[src/odo_pkg.sv]
// Shared constants, types and the arctangent table for the odometry unit.
// Depends on nothing; imported by every module of the block.
`default_nettype none
package odo_pkg;

    localparam int CORDIC_STEPS = 24;
    localparam int CNT_W        = $clog2(CORDIC_STEPS + 1);

    localparam logic signed [31:0] PI_FX      = 32'sd843314857;
    localparam logic signed [31:0] TWO_PI_FX  = 32'sd1686629713;
    localparam logic signed [31:0] HALF_PI_FX = 32'sd421657428;
    localparam logic signed [33:0] CORDIC_GAIN = 34'sd652032874;

    localparam logic signed [49:0] POS_MAX = 50'sd140737488355327;
    localparam logic signed [49:0] POS_MIN = -50'sd140737488355328;

    localparam logic [31:0] STEP_RST = 32'd152266;
    localparam logic [31:0] GAIN_RST = 32'd31011737;

    typedef enum logic {
        CFG_STEP = 1'b0,
        CFG_GAIN = 1'b1
    } cfg_idx_t;

    // cos and sin as sign and magnitude, Q2.30
    typedef struct packed {
        logic        c_neg;
        logic [31:0] c_mag;
        logic        s_neg;
        logic [31:0] s_mag;
    } trig_t;

    function automatic logic [29:0] atan_lut(input logic [4:0] i);
        logic [29:0] v;
        case (i)
            5'd0:  v = 30'h3243F6A8;
            5'd1:  v = 30'h1DAC6705;
            5'd2:  v = 30'h0FADBAFC;
            5'd3:  v = 30'h07F56EA6;
            5'd4:  v = 30'h03FEAB76;
            5'd5:  v = 30'h01FFD55B;
            5'd6:  v = 30'h00FFFAAA;
            5'd7:  v = 30'h007FFF55;
            5'd8:  v = 30'h003FFFEA;
            5'd9:  v = 30'h001FFFFD;
            5'd10: v = 30'h000FFFFF;
            5'd11: v = 30'h0007FFFF;
            5'd12: v = 30'h0003FFFF;
            5'd13: v = 30'h0001FFFF;
            5'd14: v = 30'h0000FFFF;
            5'd15: v = 30'h00007FFF;
            5'd16: v = 30'h00003FFF;
            5'd17: v = 30'h00001FFF;
            5'd18: v = 30'h00000FFF;
            5'd19: v = 30'h000007FF;
            5'd20: v = 30'h000003FF;
            5'd21: v = 30'h000001FF;
            5'd22: v = 30'h000000FF;
            5'd23: v = 30'h0000007F;
            5'd24: v = 30'h0000003F;
            5'd25: v = 30'h0000001F;
            5'd26: v = 30'h0000000F;
            5'd27: v = 30'h00000008;
            5'd28: v = 30'h00000004;
            5'd29: v = 30'h00000002;
            5'd30: v = 30'h00000001;
            default: v = 30'h00000000;
        endcase
        return v;
    endfunction

endpackage
`default_nettype wire

[src/odo_dist_mul.sv]
// Two bit-serial 32x17 shift-add multipliers: travel and turn magnitudes.
// Depends on odo_pkg.
`default_nettype none
module odo_dist_mul
    import odo_pkg::*;
(
    input  wire logic        clk,
    input  wire logic        rst_n,
    input  wire logic        start,
    input  wire logic [31:0] step_distance,
    input  wire logic [31:0] turn_gain,
    input  wire logic [16:0] sum_mag,
    input  wire logic [16:0] diff_mag,
    output logic             busy,
    output logic [48:0]      dist_mag,
    output logic [48:0]      turn_mag
);

    logic [48:0] pd_reg, pd_next, pt_reg, pt_next;
    logic [4:0]  cnt_reg;
    logic        busy_reg;
    logic [32:0] sd, st;

    always_comb
    begin
        sd = {1'b0, pd_reg[48:17]} + (pd_reg[0] ? {1'b0, step_distance} : 33'd0);
        st = {1'b0, pt_reg[48:17]} + (pt_reg[0] ? {1'b0, turn_gain} : 33'd0);
        pd_next = {sd, pd_reg[16:1]};
        pt_next = {st, pt_reg[16:1]};
    end

    always_ff @(posedge clk or negedge rst_n)
    begin
        if (!rst_n)
        begin
            busy_reg <= 1'b0;
            cnt_reg  <= '0;
        end
        else if (start)
        begin
            busy_reg <= 1'b1;
            cnt_reg  <= '0;
        end
        else if (busy_reg)
        begin
            cnt_reg <= cnt_reg + 5'd1;
            if (cnt_reg == 5'd16)
                busy_reg <= 1'b0;
        end
    end

    always_ff @(posedge clk)
    begin
        if (start)
        begin
            pd_reg <= {32'd0, sum_mag};
            pt_reg <= {32'd0, diff_mag};
        end
        else if (busy_reg)
        begin
            pd_reg <= pd_next;
            pt_reg <= pt_next;
        end
    end

    assign busy     = busy_reg;
    assign dist_mag = pd_reg;
    assign turn_mag = pt_reg;

endmodule
`default_nettype wire

[src/odo_cordic.sv]
// Iterative rotation-mode CORDIC, one micro-rotation per cycle.
// Depends on odo_pkg.
`default_nettype none
module odo_cordic
    import odo_pkg::*;
(
    input  wire logic               clk,
    input  wire logic               rst_n,
    input  wire logic               start,
    input  wire logic signed [31:0] theta,
    output logic                    busy,
    output trig_t                   trig
);

    logic signed [33:0] x_reg, y_reg, z_reg, xs, ys;
    logic [CNT_W-1:0]   cnt_reg;
    logic               busy_reg, flip_reg;
    logic signed [31:0] th;
    logic               fl;
    logic signed [33:0] cx, cy, ax, ay;
    logic [4:0]         idx;

    assign idx = 5'(cnt_reg);
    assign xs  = x_reg >>> idx;
    assign ys  = y_reg >>> idx;

    // fold into [-pi/2, pi/2]
    always_comb
    begin
        th = theta;
        fl = 1'b0;
        if (theta > HALF_PI_FX)
        begin
            th = theta - PI_FX;
            fl = 1'b1;
        end
        else if (theta < -HALF_PI_FX)
        begin
            th = theta + PI_FX;
            fl = 1'b1;
        end
    end

    always_ff @(posedge clk or negedge rst_n)
    begin
        if (!rst_n)
        begin
            busy_reg <= 1'b0;
            cnt_reg  <= '0;
        end
        else if (start)
        begin
            busy_reg <= 1'b1;
            cnt_reg  <= '0;
        end
        else if (busy_reg)
        begin
            cnt_reg <= cnt_reg + 1'b1;
            if (cnt_reg == CNT_W'(CORDIC_STEPS - 1))
                busy_reg <= 1'b0;
        end
    end

    always_ff @(posedge clk)
    begin
        if (start)
        begin
            x_reg    <= CORDIC_GAIN;
            y_reg    <= '0;
            z_reg    <= {{2{th[31]}}, th} <<< 2;
            flip_reg <= fl;
        end
        else if (busy_reg)
        begin
            if (!z_reg[33])
            begin
                x_reg <= x_reg - ys;
                y_reg <= y_reg + xs;
                z_reg <= z_reg - $signed({4'd0, atan_lut(idx)});
            end
            else
            begin
                x_reg <= x_reg + ys;
                y_reg <= y_reg - xs;
                z_reg <= z_reg + $signed({4'd0, atan_lut(idx)});
            end
        end
    end

    always_comb
    begin
        cx = flip_reg ? -x_reg : x_reg;
        cy = flip_reg ? -y_reg : y_reg;
        ax = cx[33] ? -cx : cx;
        ay = cy[33] ? -cy : cy;
        trig.c_neg = cx[33];
        trig.c_mag = ax[31:0];
        trig.s_neg = cy[33];
        trig.s_mag = ay[31:0];
    end

    assign busy = busy_reg;

endmodule
`default_nettype wire

[src/odo_proj_mul.sv]
// Bit-serial 49x32 shift-add multipliers projecting travel onto cos and sin.
// Depends on odo_pkg.
`default_nettype none
module odo_proj_mul
    import odo_pkg::*;
(
    input  wire logic        clk,
    input  wire logic        rst_n,
    input  wire logic        start,
    input  wire logic [48:0] dist_mag,
    input  wire trig_t       trig,
    output logic             busy,
    output logic [80:0]      prod_x,
    output logic [80:0]      prod_y
);

    logic [80:0] px_reg, py_reg;
    logic [49:0] sx, sy;
    logic [4:0]  cnt_reg;
    logic        busy_reg;

    assign sx = {1'b0, px_reg[80:32]} + (px_reg[0] ? {1'b0, dist_mag} : 50'd0);
    assign sy = {1'b0, py_reg[80:32]} + (py_reg[0] ? {1'b0, dist_mag} : 50'd0);

    always_ff @(posedge clk or negedge rst_n)
    begin
        if (!rst_n)
        begin
            busy_reg <= 1'b0;
            cnt_reg  <= '0;
        end
        else if (start)
        begin
            busy_reg <= 1'b1;
            cnt_reg  <= '0;
        end
        else if (busy_reg)
        begin
            cnt_reg <= cnt_reg + 5'd1;
            if (cnt_reg == 5'd31)
                busy_reg <= 1'b0;
        end
    end

    always_ff @(posedge clk)
    begin
        if (start)
        begin
            px_reg <= {49'd0, trig.c_mag};
            py_reg <= {49'd0, trig.s_mag};
        end
        else if (busy_reg)
        begin
            px_reg <= {sx, px_reg[31:1]};
            py_reg <= {sy, py_reg[31:1]};
        end
    end

    assign busy   = busy_reg;
    assign prod_x = px_reg;
    assign prod_y = py_reg;

endmodule
`default_nettype wire

[src/differential_drive_odometry_unit.sv]
// Differential-drive wheel odometry: pose update per encoder poll.
// Depends on odo_pkg, odo_dist_mul, odo_cordic, odo_proj_mul.
//
// Use:
//   s_* stream: one encoder poll per transfer, left and right step deltas.
//   m_* stream: one pose (x, y, heading) per poll, in poll order.
//   cfg_we/cfg_addr/cfg_data: step_distance (0) and turn_gain (1); write
//     only while the block is idle.
// Operation:
//   the CORDIC runs CORDIC_STEPS iterations beside the travel and turn
//   multipliers, then a bit-serial multiply projects the travel on cos and
//   sin, then the pose is updated. One poll is in work at a time;
//   s_tready is high only while idle.
// Reset: pose is zeroed, registers take their default values, no output.
// Stall: a finished pose sits in the output register; the next poll is
//   accepted and worked on, and its pose is committed once that register
//   is free.
`default_nettype none
module differential_drive_odometry_unit
    import odo_pkg::*;
(
    input  wire logic         clk,
    input  wire logic         rst_n,
    input  wire logic         s_tvalid,
    output logic              s_tready,
    input  wire logic [31:0]  s_tdata,   // [15:0] left_delta, [31:16] right_delta
    output logic              m_tvalid,
    input  wire logic         m_tready,
    output logic [127:0]      m_tdata,   // [47:0] pos_x, [95:48] pos_y,
                                         // [126:96] heading, [127] zero
    input  wire logic         cfg_we,
    input  wire logic [0:0]   cfg_addr,
    input  wire logic [31:0]  cfg_data
);

    typedef enum logic [3:0] {
        ST_IDLE = 4'b0001,
        ST_CALC = 4'b0010,
        ST_PROJ = 4'b0100,
        ST_UPD  = 4'b1000
    } state_t;

    state_t state_reg, state_next;

    logic [31:0] step_reg, gain_reg;
    logic signed [47:0] x_reg, y_reg;
    logic signed [31:0] head_reg;
    logic sum_neg_reg, diff_neg_reg, xneg_reg, yneg_reg;
    logic signed [30:0] inc_reg;
    logic m_tvalid_reg;
    logic [127:0] m_tdata_reg;

    logic accept, calc_done, commit;
    logic signed [16:0] sum, diff;
    logic [16:0] sum_mag, diff_mag;

    logic dmul_busy, cordic_busy, pmul_busy;
    logic [48:0] dist_mag, turn_mag;
    trig_t trig;
    logic [80:0] prod_x, prod_y;

    // turn increment: round, clamp to pi
    logic [49:0] trnd;
    logic [41:0] tmag;
    logic [29:0] tclamp;
    logic signed [30:0] inc_next;

    // position and heading update
    logic [44:0] rxs, rys;
    logic signed [49:0] dx, dy, nx, ny;
    logic signed [47:0] x_next, y_next;
    logic signed [32:0] h;
    logic signed [31:0] head_next;

    assign accept    = s_tvalid && s_tready;
    assign s_tready  = (state_reg == ST_IDLE);
    assign calc_done = (state_reg == ST_CALC) && !dmul_busy && !cordic_busy;
    assign commit    = (state_reg == ST_UPD) && (!m_tvalid_reg || m_tready);

    always_comb
    begin
        sum      = $signed({s_tdata[15], s_tdata[15:0]}) + $signed({s_tdata[31], s_tdata[31:16]});
        diff     = $signed({s_tdata[15], s_tdata[15:0]}) - $signed({s_tdata[31], s_tdata[31:16]});
        sum_mag  = sum[16] ? 17'(-sum) : sum;
        diff_mag = diff[16] ? 17'(-diff) : diff;
    end

    odo_dist_mul u_dist (
        .clk           (clk),
        .rst_n         (rst_n),
        .start         (accept),
        .step_distance (step_reg),
        .turn_gain     (gain_reg),
        .sum_mag       (sum_mag),
        .diff_mag      (diff_mag),
        .busy          (dmul_busy),
        .dist_mag      (dist_mag),
        .turn_mag      (turn_mag)
    );

    odo_cordic u_cordic (
        .clk   (clk),
        .rst_n (rst_n),
        .start (accept),
        .theta (head_reg),
        .busy  (cordic_busy),
        .trig  (trig)
    );

    odo_proj_mul u_proj (
        .clk      (clk),
        .rst_n    (rst_n),
        .start    (calc_done),
        .dist_mag (dist_mag),
        .trig     (trig),
        .busy     (pmul_busy),
        .prod_x   (prod_x),
        .prod_y   (prod_y)
    );

    always_comb
    begin
        trnd     = {1'b0, turn_mag} + 50'd128;
        tmag     = trnd[49:8];
        tclamp   = (tmag > 42'(PI_FX)) ? PI_FX[29:0] : tmag[29:0];
        inc_next = diff_neg_reg ? -$signed({1'b0, tclamp}) : $signed({1'b0, tclamp});
    end

    always_comb
    begin
        // (p + 2^37) >> 38, done on the upper bits
        rxs = {1'b0, prod_x[80:37]} + 45'd1;
        rys = {1'b0, prod_y[80:37]} + 45'd1;
        dx  = xneg_reg ? -$signed({6'd0, rxs[44:1]}) : $signed({6'd0, rxs[44:1]});
        dy  = yneg_reg ? -$signed({6'd0, rys[44:1]}) : $signed({6'd0, rys[44:1]});
        nx  = 50'(x_reg) + dx;
        ny  = 50'(y_reg) + dy;
        if (nx > POS_MAX)
            x_next = POS_MAX[47:0];
        else if (nx < POS_MIN)
            x_next = POS_MIN[47:0];
        else
            x_next = nx[47:0];
        if (ny > POS_MAX)
            y_next = POS_MAX[47:0];
        else if (ny < POS_MIN)
            y_next = POS_MIN[47:0];
        else
            y_next = ny[47:0];

        // single wrap into (-pi, pi]
        h = 33'(head_reg) + 33'(inc_reg);
        if (h > 33'(PI_FX))
            head_next = 32'(h - 33'(TWO_PI_FX));
        else if (h <= -33'(PI_FX))
            head_next = 32'(h + 33'(TWO_PI_FX));
        else
            head_next = h[31:0];
    end

    always_comb
    begin
        state_next = state_reg;
        case (state_reg)
            ST_IDLE: if (accept) state_next = ST_CALC;
            ST_CALC: if (calc_done) state_next = ST_PROJ;
            ST_PROJ: if (!pmul_busy) state_next = ST_UPD;
            ST_UPD:  if (commit) state_next = ST_IDLE;
            default: state_next = ST_IDLE;
        endcase
    end

    always_ff @(posedge clk or negedge rst_n)
    begin
        if (!rst_n)
        begin
            state_reg    <= ST_IDLE;
            step_reg     <= STEP_RST;
            gain_reg     <= GAIN_RST;
            x_reg        <= '0;
            y_reg        <= '0;
            head_reg     <= '0;
            m_tvalid_reg <= 1'b0;
        end
        else
        begin
            state_reg <= state_next;
            if (cfg_we)
            begin
                case (cfg_idx_t'(cfg_addr))
                    CFG_STEP: step_reg <= cfg_data;
                    CFG_GAIN: gain_reg <= cfg_data;
                    default:  ;
                endcase
            end
            if (commit)
            begin
                x_reg        <= x_next;
                y_reg        <= y_next;
                head_reg     <= head_next;
                m_tvalid_reg <= 1'b1;
            end
            else if (m_tready)
                m_tvalid_reg <= 1'b0;
        end
    end

    always_ff @(posedge clk)
    begin
        if (accept)
        begin
            sum_neg_reg  <= sum[16];
            diff_neg_reg <= diff[16];
        end
        if (calc_done)
        begin
            inc_reg  <= inc_next;
            xneg_reg <= sum_neg_reg ^ trig.c_neg;
            yneg_reg <= sum_neg_reg ^ trig.s_neg;
        end
        if (commit)
            m_tdata_reg <= {1'b0, head_next[30:0], y_next, x_next};
    end

    assign m_tvalid = m_tvalid_reg;
    assign m_tdata  = m_tdata_reg;

`ifndef SYNTHESIS
    a_head_range: assert property (@(posedge clk) disable iff (!rst_n)
        (head_reg <= PI_FX) && (head_reg > -PI_FX))
        else $error("heading left (-pi, pi]");
    a_proj_after_cordic: assert property (@(posedge clk) disable iff (!rst_n)
        !(pmul_busy && (cordic_busy || dmul_busy)))
        else $error("projection overlaps CORDIC or travel multiply");
    a_accept_idle_units: assert property (@(posedge clk) disable iff (!rst_n)
        accept |-> !dmul_busy && !cordic_busy && !pmul_busy)
        else $error("poll accepted while a unit is busy");
    a_commit_slot: assert property (@(posedge clk) disable iff (!rst_n)
        commit |=> m_tvalid)
        else $error("committed pose not presented");
`endif

endmodule
`default_nettype wire
[config.mk]
export PLATFORM = sky130hd
export DESIGN_NAME = differential_drive_odometry_unit
export DESIGN_NICKNAME = d
export VERILOG_FILES = /design/src/odo_pkg.sv /design/src/odo_dist_mul.sv /design/src/odo_cordic.sv /design/src/odo_proj_mul.sv /design/src/differential_drive_odometry_unit.sv
export SDC_FILE = /design/constraint.sdc
export NUM_CORES = 2
export LEC_CHECK = 0
export BUFFER_PORTS_ARGS = -buffer_cell sky130_fd_sc_hd__buf_2
export CAP_MARGIN = 40
export CORE_MARGIN = 10
export CORE_UTILIZATION = 60
export CTS_CLUSTER_SIZE = 25
export DETAILED_ROUTE_END_ITERATION = 16
export PLACE_DENSITY = 0.87
export SETUP_SLACK_MARGIN = 0.05
export SLEW_MARGIN = 20
export SYNTH_ARGS = -nofsm -noshare
export SYNTH_HDL_FRONTEND = slang
export SYNTH_SLANG_ARGS = --single-unit
[constraint.sdc]
create_clock -name clk -period 9.2 [get_ports clk]
set_input_delay 0.92 -clock clk [delete_from_list [all_inputs] [get_ports clk]]
set_output_delay 0.92 -clock clk [all_outputs]
set_load 0.005 [all_outputs]
# == Yosys cells after proc, flatten, opt, wreduce, memory -nomap -nowiden ==
# Memories as Yosys holds them, arrays and structs flattened.
# Index checks and enable logic that the tools add are counted.
# classes
order_cmp,9
reduce_logical,15
bitwise_logic,3
add_sub_neg,34
n_mux,64
eq_ne,11
shifts,2
# op_table
op,n
$mux 32,12
$mux 30,8
$mux 34,7
$mux 48,4
$mux 17,6
$add 48x50->50,2
$add 49x49->50,2
$gt 50x48->1 const B,2
$lt 50x48->1 const B,2
$mux 50,2
$neg 44->50,2
$mux 49,2
$add 44x1->45 const B,2
$add 34x34->34,2
$neg 34->34,2
$sshr 34x5->34,2
$sub 34x34->34,2
$add 32x32->33,2
$neg 32->32,2
$add 49x8->50 const B,1
$gt 42x30->1 const B,1
$add 34x31->34,1
$neg 17->17,2
$sub 34x31->34,1
other kinds (32),67
# totals
register_bits,740
romBits,1920
n_memories,2
output_inout_bits,130
# mem_list
name,words,word_bits,rd,rd_ports_with_merged_regs,wr,line,text
(no name shown),32,30,1,0,0,odo_pkg.sv:35,case (i)
(no name shown),32,30,1,0,0,odo_pkg.sv:35,

# == Depth between registers and ports, before layout ==
# An unclocked memory read counts as a cell.
# depth
word_depth,8
depth_mapped,30
ltp_nobuf,27

# == Modules after synthesis ==
# Synthesis repeated with hierarchy kept, for this count alone.
# hier_totals
cells_unflattened,8736
area_unflattened_um2,72612.1
# modules_own_cells
mod,seq_area_each_um2,area_per_inst_um2,instances,cells_each
differential_drive_odometry_unit,9823.2,31789.2,1,3740
odo_cordic,2542.4,20282.0,1,2645
odo_proj_mul,4033.9,12538.3,1,1431
odo_dist_mul,2452.4,8002.7,1,920

# == Worst setup path after synthesis ==
# OpenSTA, ideal clock, no wires.
# synth_timing
path_type,register to register
start,register u_cordic.cnt_reg[3]
end,"register u_cordic.z_reg[32], data pin"
arrival_time_ns,6.304
setup_ns,0.274
path_stages_with_launch,29
slack_ns,2.622
t_required_ns,8.926
synth_period_minus_slack_ns,6.578
n_path_buf,6
cell_sequence,dfrtp_1 > clkbuf_1 > clkbuf_1 > clkbuf_1 > buf_1 > clkbuf_1 > nand2_1 > o22ai_1 > nand2_1 > o221ai_1 > ha_1 > nand2_1 > nor2_1 > a31oi_1 > buf_1 > xor2_1 > ha_1 > a21o_1 > a21oi_1 > o21ai_0 > a2111oi_0 > nor3_1 > a41o_1 > o221a_2 > a41o_1 > o41ai_1 > o21ai_0 > xnor2_1 > o22ai_1
# synth_via
elab_chain_cells,8
word_cells_on_any_way,13
classes_between,2 x add/sub; 9 x mux; 2 x memory
# synth_lines
item,line,text
"start, declared",odo_cordic.sv:16,logic [CNT_W-1:0] cnt_reg;
"start signal, assigned",odo_cordic.sv:58,cnt_reg <= cnt_reg + 1'b1;
$mem_v2 32x30,--,
$mux 30,odo_cordic.sv:75,if (!z_reg[33])
$mux 30,odo_cordic.sv:73,else if (busy_reg)
$mux 30,odo_cordic.sv:66,if (start)
$sub 34x31->34 / $add 34x31->34 (equally long branches),"odo_cordic.sv:79, odo_cordic.sv:85",
$mux 34 (*),odo_cordic.sv:75,
$mux 34 (*),odo_cordic.sv:73,
$mux 34 (*),odo_cordic.sv:66,
"end signal, assigned",odo_cordic.sv:70,"z_reg <= {{2{th[31]}}, th} <<< 2;"
"end signal, assigned",odo_cordic.sv:79,"z_reg <= z_reg - $signed({4'd0, atan_lut(idx)});"
"end signal, assigned",odo_cordic.sv:85,"z_reg <= z_reg + $signed({4'd0, atan_lut(idx)});"
"end, declared",odo_cordic.sv:15,"logic signed [33:0] x_reg, y_reg, z_reg, xs, ys;"
# Mark *: on every way between the ends. The rest lies on a longest branch, timed or not. The select of a mux whose other input is x is not followed.
# A chain may end at the register's enable or synchronous reset.

# == Worst setup path after layout ==
# layout_timing
start,"register u_proj.py_reg[38], in the netlist u_proj.prod_y[38]"
end,register y_reg[45]
# layout_via
elab_chain_cells,7
word_cells_on_any_way,8
classes_between,3 x add/sub; 2 x order compare; 3 x mux
# layout_lines
item,line,text
"start, declared",odo_proj_mul.sv:17,"logic [80:0] px_reg, py_reg;"
"start signal, assigned",odo_proj_mul.sv:50,"py_reg <= {49'd0, trig.s_mag};"
"start signal, assigned",odo_proj_mul.sv:55,"py_reg <= {sy, py_reg[31:1]};"
$add 44x1->45 (*),differential_drive_odometry_unit.sv:133,"rys = {1'b0, prod_y[80:37]} + 45'd1;"
$neg 44->50,differential_drive_odometry_unit.sv:135,"dy = yneg_reg ? -$signed({6'd0, rys[44:1]}) : $signed({6'd0, rys[44:1]});"
$mux 50 (*),differential_drive_odometry_unit.sv:135,
$add 48x50->50 (*),differential_drive_odometry_unit.sv:137,ny = 50'(y_reg) + dy;
$lt 50x48->1,differential_drive_odometry_unit.sv:146,else if (ny < POS_MIN)
$mux 48,differential_drive_odometry_unit.sv:146,
$mux 48 (*),differential_drive_odometry_unit.sv:144,if (ny > POS_MAX)
net y_next[45],differential_drive_odometry_unit.sv:71,"logic signed [47:0] x_next, y_next;"
"end signal, assigned",differential_drive_odometry_unit.sv:199,y_reg <= y_next;
"end, declared",differential_drive_odometry_unit.sv:46,"logic signed [47:0] x_reg, y_reg;"
# Mark *: on every way through the listed nets, which the timed path passes. The rest lies on a longest branch.

==> results.toml <==
[run_status]
status = "completed"

[logic_synthesis]
syn_nets = 8886
synth.top_cell.area_share = 0.1272
yosys.area_share.simple = 0.2015
synth-edff-count = 293
synth_common_cells = "859 x nand2_1, 717 x nor2_1, 574 x a21oi_1"
synthAdderAreaFrac = 0.08594
syn_inst = 8348
ys.warnings.count = 0
seq_area_frac_synth = 0.2725
synth_area_leaders = "edfxtp_1 13%, ha_1 8.2%, dfrtp_1 6.9%"
synth_top_area_cell = "edfxtp_1"
synth_compound_area_frac = 0.2125
avgSynthCellArea_um2 = 8.287
synth_mux_area_frac = 0.07590
synthFlopType = "edfxtp_1"
synth-async-reset-ratio = 0.2905
synthXorXnorAreaFrac = 0.1119
yosysMostFrequentCell = "nand2_1"
synth_area_mm2 = 0.06918
synth_top_family_by_area = "compound AO/OA/AOI/OAI gates"
ys_seq_elements = 740
ys_types = 110

[placed_design]
post-place-ws_ns = 1.513
placed_cells = 9659
gp_congestion = 1.087
port_buffers = 198
dpl.hpwl_um = 160400

[worst_setup_path]
slowest_stage = "nor4_4"
worst-path-max-fanout = 47
start_kind = "flip-flop"
critPathCaptureType = "flip-flop"
cp_cell_sequence = "ha_1 > nand3_2 > nor4_4 > and3_1 > xnor2_1 > and4_1 > nand2_1 > nor3_1 > o211ai_1 > or2_2 > or3_1 > o31ai_1 > xor2_1 > ha_1 > nand2_1 > nor4_1 > o2111ai_1 > and3_1 > o31ai_1 > xnor2_1 > a41o_1 > buf_4 > o21ai_1 > mux2_2"
cp.arrival_ns = 8.35
critical_path_class = "flip-flop to flip-flop"
worstPathRequired_ns = 9.76
slowest_delay_ns = 0.60

[layout]
largest_reg_flops = 127
fin_nets = 8784
fin_cells = 9837
syn_to_final_growth_pct = 7.124
final_core_util = 0.6481
drive_gt1_frac = 0.1012

[drt]
first_pass_iters = 7
drc = 0
num_vias = 65457
wirelength_um = 214200
ant_nets = 0
drt_iter0_markers = 8089
via_per_inst = 6.654
wl_per_cell_um = 21.78

[min_path]
worstHoldPathType = "input port to asynchronous set/reset pin"

[cts]
clkTransAtPathRegs_ns = 0.06
cts_sinks = 740
cts_resized = 0
cts_tree = "done"
post-cts-setup-buffer-count = 0
clockBufferDepth = 3
clockRootBuffer = "clkbuf_16"
postCtsHoldBufs = 0
cts_buffers = 86
clkLatencyLatePin_ns = 0.71
ctsHtreeMaxLevel = 3

[die]
start_util = 0.6050
ios = 200
core_area_mm2 = 0.1143
die_h_um = 359.6
die_x_um = 359.6
num_rows = 124
die_area_mm2 = 0.1293

[power]
leakage_nw = 31.47
power_density_mw_per_mm2 = 181.1
irDropWorstVdd_v = 0.0001657

[sta]
relSlewSlack = 0.3396
rsz0062_at_grt = "false"
max_freq_mhz = 128.4
hold_viol_final = 0
setup_slack_ns = 1.415
fin_crit_ns = 7.785
setup_viol = 0
drv_slew = 0
finalCritPeriodShare = 0.8463
worst_pin_slew_ns = 0.9907
tns_ns = 0
fin_skew_ns = 0.06275

[run]
drv_cap = 0

[global_routing]
antenna_found_initial = 18
grt_max_degree = 123
grt_pass1_vias = 61326
grt_usage = 0.3113
grt_first_pass_wirelength_um = 335500
overflow = 0
-- cell type report --
| type | count | area, um^2 |
|---|---|---|
| antenna | 7 | 17.52 |
| clock buffer | 115 | 2470 |
| clock inverter | 45 | 544.3 |
| fill | 9210 | 40230 |
| inverter | 218 | 830.8 |
| multi-input combinational | 6915 | 47650 |
| sequential | 740 | 18870 |
| tap | 1512 | 1892 |
| timing repair buffer | 285 | 1836 |
-- per-stage QoR --
| step | hold slack [ns] | area, um^2 | total power (W) |
|---|---|---|---|
| detailed placement | 0.4736 | 70890 | 0.009610 |
| finish | 0.2186 | 74110 | 0.01342 |
| CTS | 0.2377 | 73910 | 0.01332 |
| global route | 0.2765 | 74100 | 0.01416 |
| floorplan | 0.4453 | 69180 | 0.008457 |
| global placement | 0.4580 | 70720 | 0.009394 |
-- logic make-up (layout without fill, tap and decap cells) --
group	Yosys count	in the layout
other cells	1	8
mux	405	405
xor+xnor	882	882
fa+ha+maj	468	468
buf+inv	693	663
compound gates	2273	2273
flops	740	740
simple gates	2886	2886
-- layout by cell type (no fill, tap or decap), types with 144 or more instances in the layout --
cell / synthesis / final
edfxtp_1: 293 / 293
o21ai_0: 501 / 501
nand2_1: 859 / 857
ha_1: 456 / 456
xor2_1: 347 / 347
nand3_1: 213 / 213
inv_1: 210 / 206
dfxtp_1: 232 / 232
mux2_2: 144 / 144
mux2i_1: 180 / 180
a21o_1: 239 / 238
nor3_1: 190 / 190
dfrtp_1: 192 / 184
xnor2_1: 533 / 532
and2_1: 236 / 235
nor2_1: 717 / 717
a21oi_1: 574 / 574
buf_2: 62 / 201
-- metal layers --
layer | global-route usage | wire length [um] | vias to the layer above
met5 | 0 | 74 | -
met4 | 0.1422 | 10730 | 12
met3 | 0.06578 | 24650 | 655
met2 | 0.4768 | 92590 | 3639
met1 | 0.4187 | 86190 | 30935
li1 | - | - | 30216
-- where the power goes --
part | switching, W | internal [W] | total [W]
combinational | 0.00291 | 0.00222 | 0.00513
clock | 0.00155 | 0.00214 | 0.00369
sequential | 0.000776 | 0.00383 | 0.00461
-- worst paths after layout --
| path | slack [ns] | from | endpoint | depth (start not counted) |
|---|---|---|---|---|
| min reg2reg | 0.49 | u_proj.prod_x[34] | u_proj.prod_x[34] | 2 |
| max | 1.41 | u_proj.prod_y[38] | y_reg[45] | 24 |
| min in group clk | 0.49 | cfg_data[28] | gain_reg[28] | 2 |
| max in group asynchronous | 7.60 | rst_n | head_reg[23] | 3 |
| min | 0.22 | rst_n | x_reg[4] | 1 |
| max reg2reg | 1.41 | u_proj.prod_y[38] | y_reg[45] | 24 |
-- critical path: cells and delay by family, from the launching register on --
| kind | cells | cell delay, ns |
|---|---|---|
| AOI/OAI and AO/OA | 6 | 1.35 |
| xor gates and xnor gates | 3 | 0.64 |
| adders and majority gates | 2 | 0.91 |
| buffers and inverters | 1 | 0.43 |
| DFF | 1 | 0.53 |
| muxes | 1 | 0.31 |
| and+or+nand+nor | 11 | 3.49 |
(Power assumes the default switching activity.)
